--- src/rtl/lru_move_to_front_cache_macros.svh ---
// Assertion helpers shared by the checking code of the cache.
// Each macro samples on clk and is disabled while rst_n is low.
`ifndef LRU_MOVE_TO_FRONT_CACHE_MACROS_SVH
`define LRU_MOVE_TO_FRONT_CACHE_MACROS_SVH

// Same-cycle implication.
`define LMTF_CHECK(label, pre, post, msg) \
    label: assert property (@(posedge clk) disable iff (!rst_n) (pre) |-> (post)) \
        else $error(msg);

// Next-cycle implication.
`define LMTF_CHECK_NEXT(label, pre, post, msg) \
    label: assert property (@(posedge clk) disable iff (!rst_n) (pre) |=> (post)) \
        else $error(msg);

`endif

--- src/rtl/lmtf_pkg.sv ---
package lmtf_pkg;

    localparam int FUNC_W  = 2;
    localparam int KEY_W   = 32;
    localparam int DATA_W  = 64;
    localparam int HPOS_W  = 4;
    localparam int COUNT_W = 32;
    localparam int CAP_W   = 5;

    localparam int ENTRIES_DEF    = 16;
    localparam int BLOCK_BITS_DEF = 64;
    localparam int CAP_RESET      = 16;
    localparam int HIT_POS_MAX    = 15;

    localparam logic [FUNC_W-1:0] FUNC_READ  = 2'd0;
    localparam logic [FUNC_W-1:0] FUNC_WRITE = 2'd1;
    localparam logic [FUNC_W-1:0] FUNC_PROBE = 2'd2;

    // Per-cycle command broadcast to every cell.
    typedef struct packed {
        logic lookup;   // capture the key compare result
        logic move;     // cells at or below the slot take their left neighbor
    } cell_ctl_t;

endpackage

--- src/rtl/lmtf_cell.sv ---
module lmtf_cell #(
    parameter int IDX        = 0,
    parameter int ENTRIES    = 16,
    parameter int BLOCK_BITS = 64,
    localparam int POS_W     = (ENTRIES > 1) ? $clog2(ENTRIES) : 1,
    localparam int CNT_W     = $clog2(ENTRIES + 1)
) (
    input  logic                     clk,
    input  lmtf_pkg::cell_ctl_t      ctl,
    input  logic [POS_W-1:0]         slot,
    input  logic [CNT_W-1:0]         filled,
    input  logic [lmtf_pkg::KEY_W-1:0] req_key,
    input  logic [lmtf_pkg::KEY_W-1:0] left_key,
    input  logic [BLOCK_BITS-1:0]    left_block,
    output logic [lmtf_pkg::KEY_W-1:0] key,
    output logic [BLOCK_BITS-1:0]    block,
    output logic                     match
);
    import lmtf_pkg::*;

    logic [KEY_W-1:0]      key_reg;
    logic [BLOCK_BITS-1:0] block_reg;
    logic                  match_reg;
    logic                  take_left;
    logic                  is_filled;

    assign is_filled = (CNT_W'(IDX) < filled);
    assign take_left = ctl.move && (POS_W'(IDX) <= slot);

    // Hold the compare result until the update step consumes it.
    always_ff @(posedge clk)
    begin
        if (ctl.lookup)
        begin
            match_reg <= is_filled && (key_reg == req_key);
        end
        if (take_left)
        begin
            key_reg   <= left_key;
            block_reg <= left_block;
        end
    end

    assign key   = key_reg;
    assign block = block_reg;
    assign match = match_reg;

endmodule

--- src/rtl/lru_move_to_front_cache.sv ---
// Fully associative record cache of ENTRIES cells kept in recency order, cell 0
// holding the most recent key. A request (func, key, data_in) runs in a lookup
// step and an update step: in the lookup step every cell compares its key with
// the request key in parallel and registers the result; in the update step the
// first matching filled cell is selected, the result is loaded into the output
// register, and for a read hit or a write the chain shifts one step so the
// touched entry lands in cell 0. A new request is taken in the same cycle as the
// update of the previous one, not before; the update waits only while the
// output register still holds an untaken result. Read (func 0) returns the block
// and promotes on a hit; write (func 1) promotes a present key, appends an
// absent one while there is room, and otherwise replaces the least recent entry
// and flags an eviction; probe (func 2, and the unused code 3) changes nothing.
// Writing capacity (values 0 and above ENTRIES saturate to 1 and ENTRIES)
// empties the cache and clears the four wrapping counters; write it only while
// no request is in flight. There is no clearing pass after reset.
module lru_move_to_front_cache #(
    parameter int ENTRIES    = lmtf_pkg::ENTRIES_DEF,
    parameter int BLOCK_BITS = lmtf_pkg::BLOCK_BITS_DEF
) (
    input  logic                          clk,
    input  logic                          rst_n,
    input  logic                          capacity_we,
    input  logic [lmtf_pkg::CAP_W-1:0]    capacity,
    input  logic                          in_valid,
    output logic                          in_stall,
    input  logic [lmtf_pkg::FUNC_W-1:0]   func,
    input  logic [lmtf_pkg::KEY_W-1:0]    key,
    input  logic [lmtf_pkg::DATA_W-1:0]   data_in,
    output logic                          out_valid,
    input  logic                          out_stall,
    output logic                          hit,
    output logic [lmtf_pkg::DATA_W-1:0]   data_out,
    output logic [lmtf_pkg::HPOS_W-1:0]   hit_position,
    output logic                          evicted,
    output logic [lmtf_pkg::COUNT_W-1:0]  attempt_count,
    output logic [lmtf_pkg::COUNT_W-1:0]  hit_count,
    output logic [lmtf_pkg::COUNT_W-1:0]  write_count,
    output logic [lmtf_pkg::COUNT_W-1:0]  dispose_count
);
    import lmtf_pkg::*;

    localparam int POS_W = (ENTRIES > 1) ? $clog2(ENTRIES) : 1;
    localparam int CNT_W = $clog2(ENTRIES + 1);
    localparam int CAP_RESET_LIVE = (CAP_RESET > ENTRIES) ? ENTRIES : CAP_RESET;

    localparam logic [1:0] ST_IDLE   = 2'd0;
    localparam logic [1:0] ST_LOOKUP = 2'd1;
    localparam logic [1:0] ST_UPDATE = 2'd2;

    // Control state
    logic [1:0]         state_reg, state_next;
    logic [CNT_W-1:0]   live_cap_reg;
    logic [CNT_W-1:0]   filled_reg;
    logic [COUNT_W-1:0] attempts_reg, hits_reg, writes_reg, disposals_reg;
    logic               out_valid_reg;

    // Request and result payload
    logic [FUNC_W-1:0]     req_func_reg;
    logic [KEY_W-1:0]      req_key_reg;
    logic [BLOCK_BITS-1:0] req_block_reg;
    logic                  hit_reg;
    logic [DATA_W-1:0]     data_out_reg;
    logic [HPOS_W-1:0]     hit_pos_reg;
    logic                  evicted_reg;

    // Cell chain
    cell_ctl_t             ctl;
    logic [KEY_W-1:0]      cell_key   [ENTRIES];
    logic [BLOCK_BITS-1:0] cell_block [ENTRIES];
    logic [KEY_W-1:0]      left_key   [ENTRIES];
    logic [BLOCK_BITS-1:0] left_block [ENTRIES];
    logic [ENTRIES-1:0]    match_vec;
    logic [ENTRIES-1:0]    first_hit;

    logic                  accept;
    logic                  update_fire;
    logic                  found;
    logic [POS_W-1:0]      pos;
    logic [BLOCK_BITS-1:0] sel_block;
    logic                  is_read, is_write;
    logic                  room;
    logic                  evict_c;
    logic [POS_W-1:0]      slot;
    logic [BLOCK_BITS-1:0] front_block;
    logic [HPOS_W-1:0]     hit_pos_c;
    logic [CNT_W-1:0]      live_cap_c;

    // Handshake: take a request when idle or when the current one retires.
    assign update_fire = (state_reg == ST_UPDATE) && (!out_valid_reg || !out_stall);
    assign in_stall    = !((state_reg == ST_IDLE) || update_fire);
    assign accept      = in_valid && !in_stall;

    always_comb
    begin
        state_next = state_reg;
        case (state_reg)
            ST_IDLE:
            begin
                if (accept)
                begin
                    state_next = ST_LOOKUP;
                end
            end
            ST_LOOKUP:
            begin
                state_next = ST_UPDATE;
            end
            ST_UPDATE:
            begin
                if (update_fire)
                begin
                    state_next = accept ? ST_LOOKUP : ST_IDLE;
                end
            end
            default:
            begin
                state_next = ST_IDLE;
            end
        endcase
    end

    // Pick the most recent matching cell; the match vector holds at most one
    // bit per filled key, the lowest index wins.
    assign first_hit = match_vec & (~match_vec + ENTRIES'(1));
    assign found     = |match_vec;

    always_comb
    begin
        pos       = '0;
        sel_block = '0;
        for (int i = 0; i < ENTRIES; i++)
        begin
            if (first_hit[i])
            begin
                pos = pos | POS_W'(i);
            end
            sel_block = sel_block | (cell_block[i] & {BLOCK_BITS{first_hit[i]}});
        end
    end

    assign is_read  = (req_func_reg == FUNC_READ);
    assign is_write = (req_func_reg == FUNC_WRITE);
    assign room     = (filled_reg < live_cap_reg);
    assign evict_c  = is_write && !found && !room;

    // Slot that moves to the front: the hit, the next free cell, or the tail.
    always_comb
    begin
        if (found)
        begin
            slot = pos;
        end
        else if (room)
        begin
            slot = POS_W'(filled_reg);
        end
        else
        begin
            slot = POS_W'(live_cap_reg - CNT_W'(1));
        end
    end

    assign front_block = is_write ? req_block_reg : sel_block;

    assign ctl.lookup = (state_reg == ST_LOOKUP);
    assign ctl.move   = update_fire && (is_write || (is_read && found));

    // Saturate the reported position for caches deeper than the field.
    assign hit_pos_c = !found ? '0 :
                       (int'(pos) > HIT_POS_MAX) ? HPOS_W'(HIT_POS_MAX) : HPOS_W'(pos);

    // Clamp capacity into 1..ENTRIES at write time.
    always_comb
    begin
        if (capacity == '0)
        begin
            live_cap_c = CNT_W'(1);
        end
        else if (int'(capacity) > ENTRIES)
        begin
            live_cap_c = CNT_W'(ENTRIES);
        end
        else
        begin
            live_cap_c = CNT_W'(capacity);
        end
    end

    genvar g;
    generate
        for (g = 0; g < ENTRIES; g++)
        begin : g_cell
            if (g == 0)
            begin : g_head
                assign left_key[g]   = req_key_reg;
                assign left_block[g] = front_block;
            end
            else
            begin : g_body
                assign left_key[g]   = cell_key[g-1];
                assign left_block[g] = cell_block[g-1];
            end

            lmtf_cell #(
                .IDX        (g),
                .ENTRIES    (ENTRIES),
                .BLOCK_BITS (BLOCK_BITS)
            ) u_cell (
                .clk        (clk),
                .ctl        (ctl),
                .slot       (slot),
                .filled     (filled_reg),
                .req_key    (req_key_reg),
                .left_key   (left_key[g]),
                .left_block (left_block[g]),
                .key        (cell_key[g]),
                .block      (cell_block[g]),
                .match      (match_vec[g])
            );
        end
    endgenerate

    // Control registers: state, fill level, capacity and counters.
    always_ff @(posedge clk or negedge rst_n)
    begin
        if (!rst_n)
        begin
            state_reg     <= ST_IDLE;
            live_cap_reg  <= CNT_W'(CAP_RESET_LIVE);
            filled_reg    <= '0;
            attempts_reg  <= '0;
            hits_reg      <= '0;
            writes_reg    <= '0;
            disposals_reg <= '0;
            out_valid_reg <= 1'b0;
        end
        else
        begin
            state_reg <= state_next;
            if (capacity_we)
            begin
                live_cap_reg  <= live_cap_c;
                filled_reg    <= '0;
                attempts_reg  <= '0;
                hits_reg      <= '0;
                writes_reg    <= '0;
                disposals_reg <= '0;
            end
            else if (update_fire)
            begin
                if (is_read)
                begin
                    attempts_reg <= attempts_reg + COUNT_W'(1);
                    if (found)
                    begin
                        hits_reg <= hits_reg + COUNT_W'(1);
                    end
                end
                if (is_write)
                begin
                    writes_reg <= writes_reg + COUNT_W'(1);
                    if (!found && room)
                    begin
                        filled_reg <= filled_reg + CNT_W'(1);
                    end
                end
                if (evict_c)
                begin
                    disposals_reg <= disposals_reg + COUNT_W'(1);
                end
            end
            if (update_fire)
            begin
                out_valid_reg <= 1'b1;
            end
            else if (!out_stall)
            begin
                out_valid_reg <= 1'b0;
            end
        end
    end

    // Request capture and result register.
    always_ff @(posedge clk)
    begin
        if (accept)
        begin
            req_func_reg  <= func;
            req_key_reg   <= key;
            req_block_reg <= data_in[BLOCK_BITS-1:0];
        end
        if (update_fire)
        begin
            hit_reg      <= found;
            data_out_reg <= (is_read && found) ? DATA_W'(sel_block) : '0;
            hit_pos_reg  <= hit_pos_c;
            evicted_reg  <= evict_c;
        end
    end

    assign out_valid     = out_valid_reg;
    assign hit           = hit_reg;
    assign data_out      = data_out_reg;
    assign hit_position  = hit_pos_reg;
    assign evicted       = evicted_reg;
    // Counters move only when a result is loaded, so they match the pending result.
    assign attempt_count = attempts_reg;
    assign hit_count     = hits_reg;
    assign write_count   = writes_reg;
    assign dispose_count = disposals_reg;

`include "lru_move_to_front_cache_macros.svh"

    `LMTF_CHECK(a_fill_in_range, 1'b1, filled_reg <= live_cap_reg, "fill level above capacity")
    `LMTF_CHECK_NEXT(a_accept_to_lookup, accept, state_reg == ST_LOOKUP, "accepted request not in lookup")
    `LMTF_CHECK(a_result_after_update, out_valid_reg && !$past(out_valid_reg), $past(state_reg == ST_UPDATE), "result without update")
    `LMTF_CHECK_NEXT(a_read_counts, update_fire && is_read && !capacity_we, attempts_reg == $past(attempts_reg) + COUNT_W'(1), "read not counted")

endmodule

--- config.mk ---
export PLATFORM = sky130hd
export DESIGN_NAME = lru_move_to_front_cache
export DESIGN_NICKNAME = d
export VERILOG_FILES = /design/src/rtl/lmtf_pkg.sv /design/src/rtl/lmtf_cell.sv /design/src/rtl/lru_move_to_front_cache.sv
export VERILOG_INCLUDE_DIRS = /design/src /design/src/rtl
export SDC_FILE = /design/constraint.sdc
export NUM_CORES = 2
export LEC_CHECK = 0
export BUFFER_PORTS_ARGS = -buffer_cell sky130_fd_sc_hd__buf_4
export CORE_ASPECT_RATIO = 1.5
export CORE_UTILIZATION = 52
export DETAILED_ROUTE_END_ITERATION = 12
export PLACE_DENSITY = 0.68
export SLEW_MARGIN = 30
export SYNTH_ARGS = -nofsm -noshare
export SYNTH_HDL_FRONTEND = slang
export SYNTH_HIERARCHICAL = 1
export SYNTH_SLANG_ARGS = --single-unit
--- constraint.sdc ---
create_clock -name clk -period 16.3 [get_ports clk]
set_input_delay 3.26 -clock clk [delete_from_list [all_inputs] [get_ports clk]]
set_output_delay 3.26 -clock clk [all_outputs]
set_load 0.01 [all_outputs]
* Yosys cells after proc, flatten, opt, wreduce, memory -nomap -nowiden
Cells that the tools add are included. W data, S select, Z words.
Operators by class: order comparisons 34, reductions and logical operators 63, equality and inequality tests 22, add/sub/neg operators 7, muxes and demuxes 43, bitwise operators 33
Operator list (count):
- $and A64 B64 Y64 | 16
- $or A64 B64 Y64 | 15
- $eq A32 B32 Y1 | 16
- $mux W32 | 13
- $add A32 B1 Y32 const B | 4
- $mux W64 | 1
- $lt A4 B5 Y1 const A | 8
- $mux W4 | 10
- $logic_and A1 B1 Y1 | 39
- $le A4 B4 Y1 const A | 8
- $mux W5 | 6
- $lt A3 B5 Y1 const A | 4
- $add A16 B1 Y16 const B | 1
- $and A16 B16 Y16 | 1
- $le A3 B4 Y1 const A | 4
- $not A16 Y16 | 1
- $reduce_or A16 Y1 | 1
- $mux W3 | 4
- $reduce_bool A2 Y1 | 6
- $lt A1 B5 Y1 const A | 2
- $lt A2 B5 Y1 const A | 2
- $le A1 B4 Y1 const A | 2
- $le A2 B4 Y1 const A | 2
- $mux W2 | 4
- 16 further kinds | 32
Word-level totals: logic and storage cells 265, input port bits 108, output and inout port bits 200, register bits after elaboration 1861

* Depth between registers and ports, before layout
depth in word-level cells 21, depth in mapped cells 12, mapped depth without buffers 9

* Hierarchy
Netlist, hierarchy kept.
By module, submodules not included:
- lru_move_to_front_cache | cells an instance 2488, seq. area each 8574.5 um2, instances 1, area each 21911.0 um2
- lmtf_cell (g_cell[3].u_cell ...) | cells an instance 143, seq. area each 2912.8 um2, instances 3, area each 3286.9 um2
- lmtf_cell (g_cell[13].u_cell ...) | cells an instance 142, seq. area each 2912.8 um2, instances 2, area each 3284.4 um2
- lmtf_cell (g_cell[1].u_cell) | cells an instance 142, seq. area each 2912.8 um2, instances 1, area each 3310.7 um2
- lmtf_cell (g_cell[12].u_cell) | cells an instance 143, seq. area each 2912.8 um2, instances 1, area each 3304.4 um2
- lmtf_cell (g_cell[2].u_cell) | cells an instance 142, seq. area each 2912.8 um2, instances 1, area each 3303.2 um2
- lmtf_cell (g_cell[10].u_cell) | cells an instance 143, seq. area each 2912.8 um2, instances 1, area each 3298.2 um2
- lmtf_cell (g_cell[5].u_cell) | cells an instance 144, seq. area each 2912.8 um2, instances 1, area each 3296.9 um2
- lmtf_cell (g_cell[8].u_cell) | cells an instance 142, seq. area each 2912.8 um2, instances 1, area each 3296.9 um2
- lmtf_cell (g_cell[11].u_cell) | cells an instance 145, seq. area each 2912.8 um2, instances 1, area each 3285.7 um2
- lmtf_cell (g_cell[4].u_cell) | cells an instance 143, seq. area each 2912.8 um2, instances 1, area each 3285.7 um2
- lmtf_cell (g_cell[0].u_cell) | cells an instance 142, seq. area each 2912.8 um2, instances 1, area each 3283.1 um2
- lmtf_cell (g_cell[7].u_cell) | cells an instance 143, seq. area each 2912.8 um2, instances 1, area each 3283.1 um2
- lmtf_cell (g_cell[15].u_cell) | cells an instance 144, seq. area each 2912.8 um2, instances 1, area each 3280.6 um2

* Worst setup path after synthesis
OpenSTA, ideal clock, no wires.
path type input port to flip-flop, start point input out_stall, end point register g_cell[6].u_cell.block_reg[0], enable pin, library setup time 0.561 ns, slack 5.210 ns, path buffers 1, cell stages on the path 6, data arrival time 10.529 ns, required time 15.739 ns, cell sequence nand2_1 -> and3_1 -> clkbuf_1 -> o21ai_0 -> nand2_1 -> nor2b_1
RTL lines:
- from (decl) | RTL line lru_move_to_front_cache.sv:30 | input logic out_stall,
- to (signal assigned) | RTL line lmtf_cell.sv:40 | block_reg <= left_block;
- to (decl) | RTL line lmtf_cell.sv:22 | logic [BLOCK_BITS-1:0] block_reg;

* Final worst setup path
start point input out_stall, end point output in_stall
On the way: longest elaborated chain between the ends 5
RTL lines:
- $logic_not A1 Y1
- $logic_or A1 B1 Y1 | RTL line lru_move_to_front_cache.sv:89 | assign update_fire = (state_reg == ST_UPDATE) && (!out_valid_reg || !out_stall);
- $logic_and A1 B1 Y1 | RTL line lru_move_to_front_cache.sv:89
- $logic_or A1 B1 Y1 | RTL line lru_move_to_front_cache.sv:90 | assign in_stall = !((state_reg == ST_IDLE) || update_fire);
- $logic_not A1 Y1 | RTL line lru_move_to_front_cache.sv:90
- to (decl) | RTL line lru_move_to_front_cache.sv:25 | output logic in_stall,
No other way between the ends.

==> results.sh <==
export IMPL_run_status="finished clean"
export IMPL_timing_hold_worst_start="g_cell[10].u_cell/block[4]"
export IMPL_synth_yosys_seq_area_share_pct=74.0
export IMPL_grt_pass1_wl_um=301000
export IMPL_initialDrtViolationCount=5084
export IMPL_core_region_area_um2=142000
export IMPL_post_cts_resized=0
export IMPL_cts_tree="done"
export IMPL_groute_usage_overall_pct=28.2
export IMPL_io_buffer_count=307
export IMPL_origin_of_the_critical_flop_to_flop_path="g_cell[0].u_cell/match"
export IMPL_ys_ff_latch=1861
export IMPL_path_class="in -> out"
export IMPL_via_count_of_the_first_global_routing_pass=45700
export IMPL_synth_main_ff_cell="edfxtp_1"
export IMPL_crit_end_element="output port"
export IMPL_synthesis_area_um2=74600
export IMPL_fillCellCount=10500
export IMPL_final_stage_net_count=5271
export IMPL_cts_post_setup_buffers_inserted=0
export IMPL_postSynthCellCount=4774
export IMPL_finalInstanceArea_um2=85100
export IMPL_timing_slew_headroom_pct=29.4
export IMPL_postLayoutCoreUtil_pct=60.0
export IMPL_routed_wirelength_um=205000
export IMPL_power_leakage_nw=28.2
export IMPL_antenna_violations_before_repair=6
export IMPL_period_minus_slack_ns=7.30
export IMPL_drv_slew=0
export IMPL_start_util_pct=52.6
export IMPL_cellPowerDensity_nw_per_um2=115
export IMPL_setup_worst_path_start="out_stall"
export IMPL_std_cell_rows=169
export IMPL_die_x_um=311
export IMPL_grt_start_max_net_pins=84
export IMPL_total_placed_instance_area_um2=79600
export IMPL_die_area_um2=145000
export IMPL_cts_made_buffers=170
export IMPL_largest_register_ff_count=1024
export IMPL_finalSetupTns_ns=0
export IMPL_async_reset_ff_share_pct=7.58
export IMPL_syn_to_final_growth_pct=14.1
export IMPL_clkSlewWorstSetupHoldPaths_ns=0.07
export IMPL_number_of_vias_per_cell=6.34
export IMPL_postCtsHoldBufs=0
export IMPL_place_gp_congestion=0.908
export IMPL_min_period_over_period_pct=44.8
export IMPL_insertion_delay_ns=0.83
export IMPL_grt_setup_unrepaired="false"
export IMPL_max_freq_mhz=137
export IMPL_global_route_overflow_total=0
export IMPL_drt_drc_violations_left=0
export IMPL_crit_start_category="primary input"
export IMPL_worst_ep_arrival_time_ns=4.04
export IMPL_yosysWarningCount=6
export IMPL_root_driver="clkbuf_16"
export IMPL_number_of_sinks_driven_by_the_clock_tree=1861
export IMPL_count_of_antenna_violating_nets_left_after_detailed_routing=0
export IMPL_postSynthNetCount=4892
export IMPL_ys_types=77
export IMPL_place_hpwl_um=136000
export IMPL_chipHeight_um=466
export IMPL_wl_per_cell_um=28.5
export IMPL_route_vias_total=45500
export IMPL_cts_htree_levels=4
export IMPL_detailedRoute_firstPassIterationCount=6
export IMPL_drive_above_1_share_pct=15.2
export IMPL_hold_viol_final=0
export IMPL_critPathRequiredTime_ns=13.04
export IMPL_finClkSkew_ns=0.0311
export IMPL_worst_slew_pin_transition_ns=1.05
export IMPL_post_synth_edffs=1720
export IMPL_cp_max_fo=5
export IMPL_io_pins=308
export IMPL_ir_worst_vdd_v=0.000121
export IMPL_kind_of_path_behind_the_tightest_hold_check="reg -> reg"
export IMPL_cap_violations=0
export IMPL_post_synth_cell_area_avg_um2=15.6
export IMPL_setup_viol=0
export IMPL_clockBufferDepth=3
==> kinds of logic (layout without fill, tap and decap cells) <==
kind of cell	count (synthesis)	after routing	share of synthesized area, %
other	0	1	0
multiplexers	26	26	0.384
buffers and inverters	298	816	1.56
AND/OR/NAND/NOR	1123	1123	8.67
AO/OA/AOI/OAI	902	902	8.71
flip-flops	1861	1861	74.0
XOR/XNOR	554	554	6.52
adder cells (fa/ha/maj)	10	10	0.168
==> power breakdown <==
part	switching [mW]	total [mW]	internal, mW
Clock	1.80	3.95	2.14
Combinational	0.390	0.565	0.175
Sequential	0.0382	5.29	5.25
==> final cells by class <==
class / count / area [µm²] / share of cell area (%)
diodes: 1 / 2.50 / 0.00294
clock buffers: 212 / 4490 / 5.27
clock inverters: 99 / 890 / 1.05
inverters: 62 / 233 / 0.274
multi-input cells: 2615 / 18500 / 21.7
flip-flops and latches: 1861 / 55200 / 64.9
well taps: 1881 / 2350 / 2.77
repair buffers: 443 / 3440 / 4.05
==> per-stage QoR <==
step / power, mW / hold slack [ns] / cells / worst slack (ns)
floorplan: 5.70 / 0.417 / 4774 / 5.21
global placement: 5.94 / 0.419 / 6854 / 8.59
detailed placement: 5.95 / 0.427 / 6856 / 8.58
CTS: 9.84 / 0.440 / 7167 / 9.01
global route: 10.1 / 0.444 / 7174 / 8.96
finish: 9.80 / 0.436 / 7174 / 9.00
==> layer usage <==
metal	share of wire (%)	global-route usage, %	wire, µm
met4	5.0	14.0	10300
met3	8.0	5.02	16400
met2	51	48.7	104000
met1	36	34.1	73800
met5	0.016	0	33
==> critical path, cell delays in order <==
cell	delay, ns
buf_4	0.09
and2_1	0.25
a21o_1	0.27
buf_4	0.17
==> cell usage after synthesis (15+ instances only) <==
cell type	number	share of area (%)
o21ai_0	88	0.59
inv_1	59	0.30
nor4_1	115	0.96
nand3b_1	73	0.73
nor2_1	173	0.87
mux2_2	21	0.32
dfrtp_1	140	4.7
o211ai_1	40	0.40
o31ai_1	58	0.58
a21oi_1	182	1.2
o2bb2ai_1	16	0.19
a2111oi_0	32	0.38
a22oi_1	56	0.56
edfxtp_1	1720	69
a221oi_1	97	1.1
a32oi_1	42	0.49
nor2b_1	69	0.58
a31oi_1	97	0.81
and3_1	44	0.37
nor3_1	55	0.37
a22o_1	30	0.35
nor4_2	27	0.45
nand3_1	142	0.95
a32o_1	27	0.36
a21o_1	20	0.20
a221o_1	28	0.38
xor2_1	456	5.4
nand2b_1	26	0.22
or3_1	46	0.39
xnor2_1	97	1.1
nand2_1	154	0.78
nand4_1	89	0.75
nor4bb_1	20	0.27
buf_1	15	0.076
or4_1	37	0.37
buf_2	24	0.16
clkbuf_1	194	0.98
==> path summary, 6_finish.rpt <==
kind / slack, ns / cells past startpoint / to
max in group asynchronous: 12.63 / 2 / write_count[30]
hold reg to reg: 0.44 / 0 / g_cell[11].u_cell/block[4]
setup / recovery: 9.00 / 4 / in_stall
hold / removal: 0.44 / 0 / g_cell[11].u_cell/block[4]
setup reg to reg: 9.52 / 13 / g_cell[6].u_cell/block[22]
min in group asynchronous: 2.43 / 1 / dispose_count[31]
==> layout by cell type (no fill, tap or decap), types with 26 or more instances in the layout <==
cell	count
a2111oi_0	29
a21oi_1	182
a221o_1	28
a221oi_1	97
a22o_1	30
a22oi_1	56
a31oi_1	97
a32o_1	27
a32oi_1	42
and3_1	43
buf_4	430
clkbuf_1	38
clkbuf_16	173
clkinv_1	37
clkinv_2	26
dfrtp_1	140
edfxtp_1	1720
inv_1	58
nand2_1	152
nand3_1	142
nand3b_1	73
nand4_1	89
nor2_1	168
nor2b_1	60
nor3_1	54
nor4_1	113
o211ai_1	40
o21ai_0	88
o31ai_1	58
or3_1	46
or4_1	36
xnor2_1	97
xor2_1	456
No activity file was read; power rests on OpenSTA's default activity.
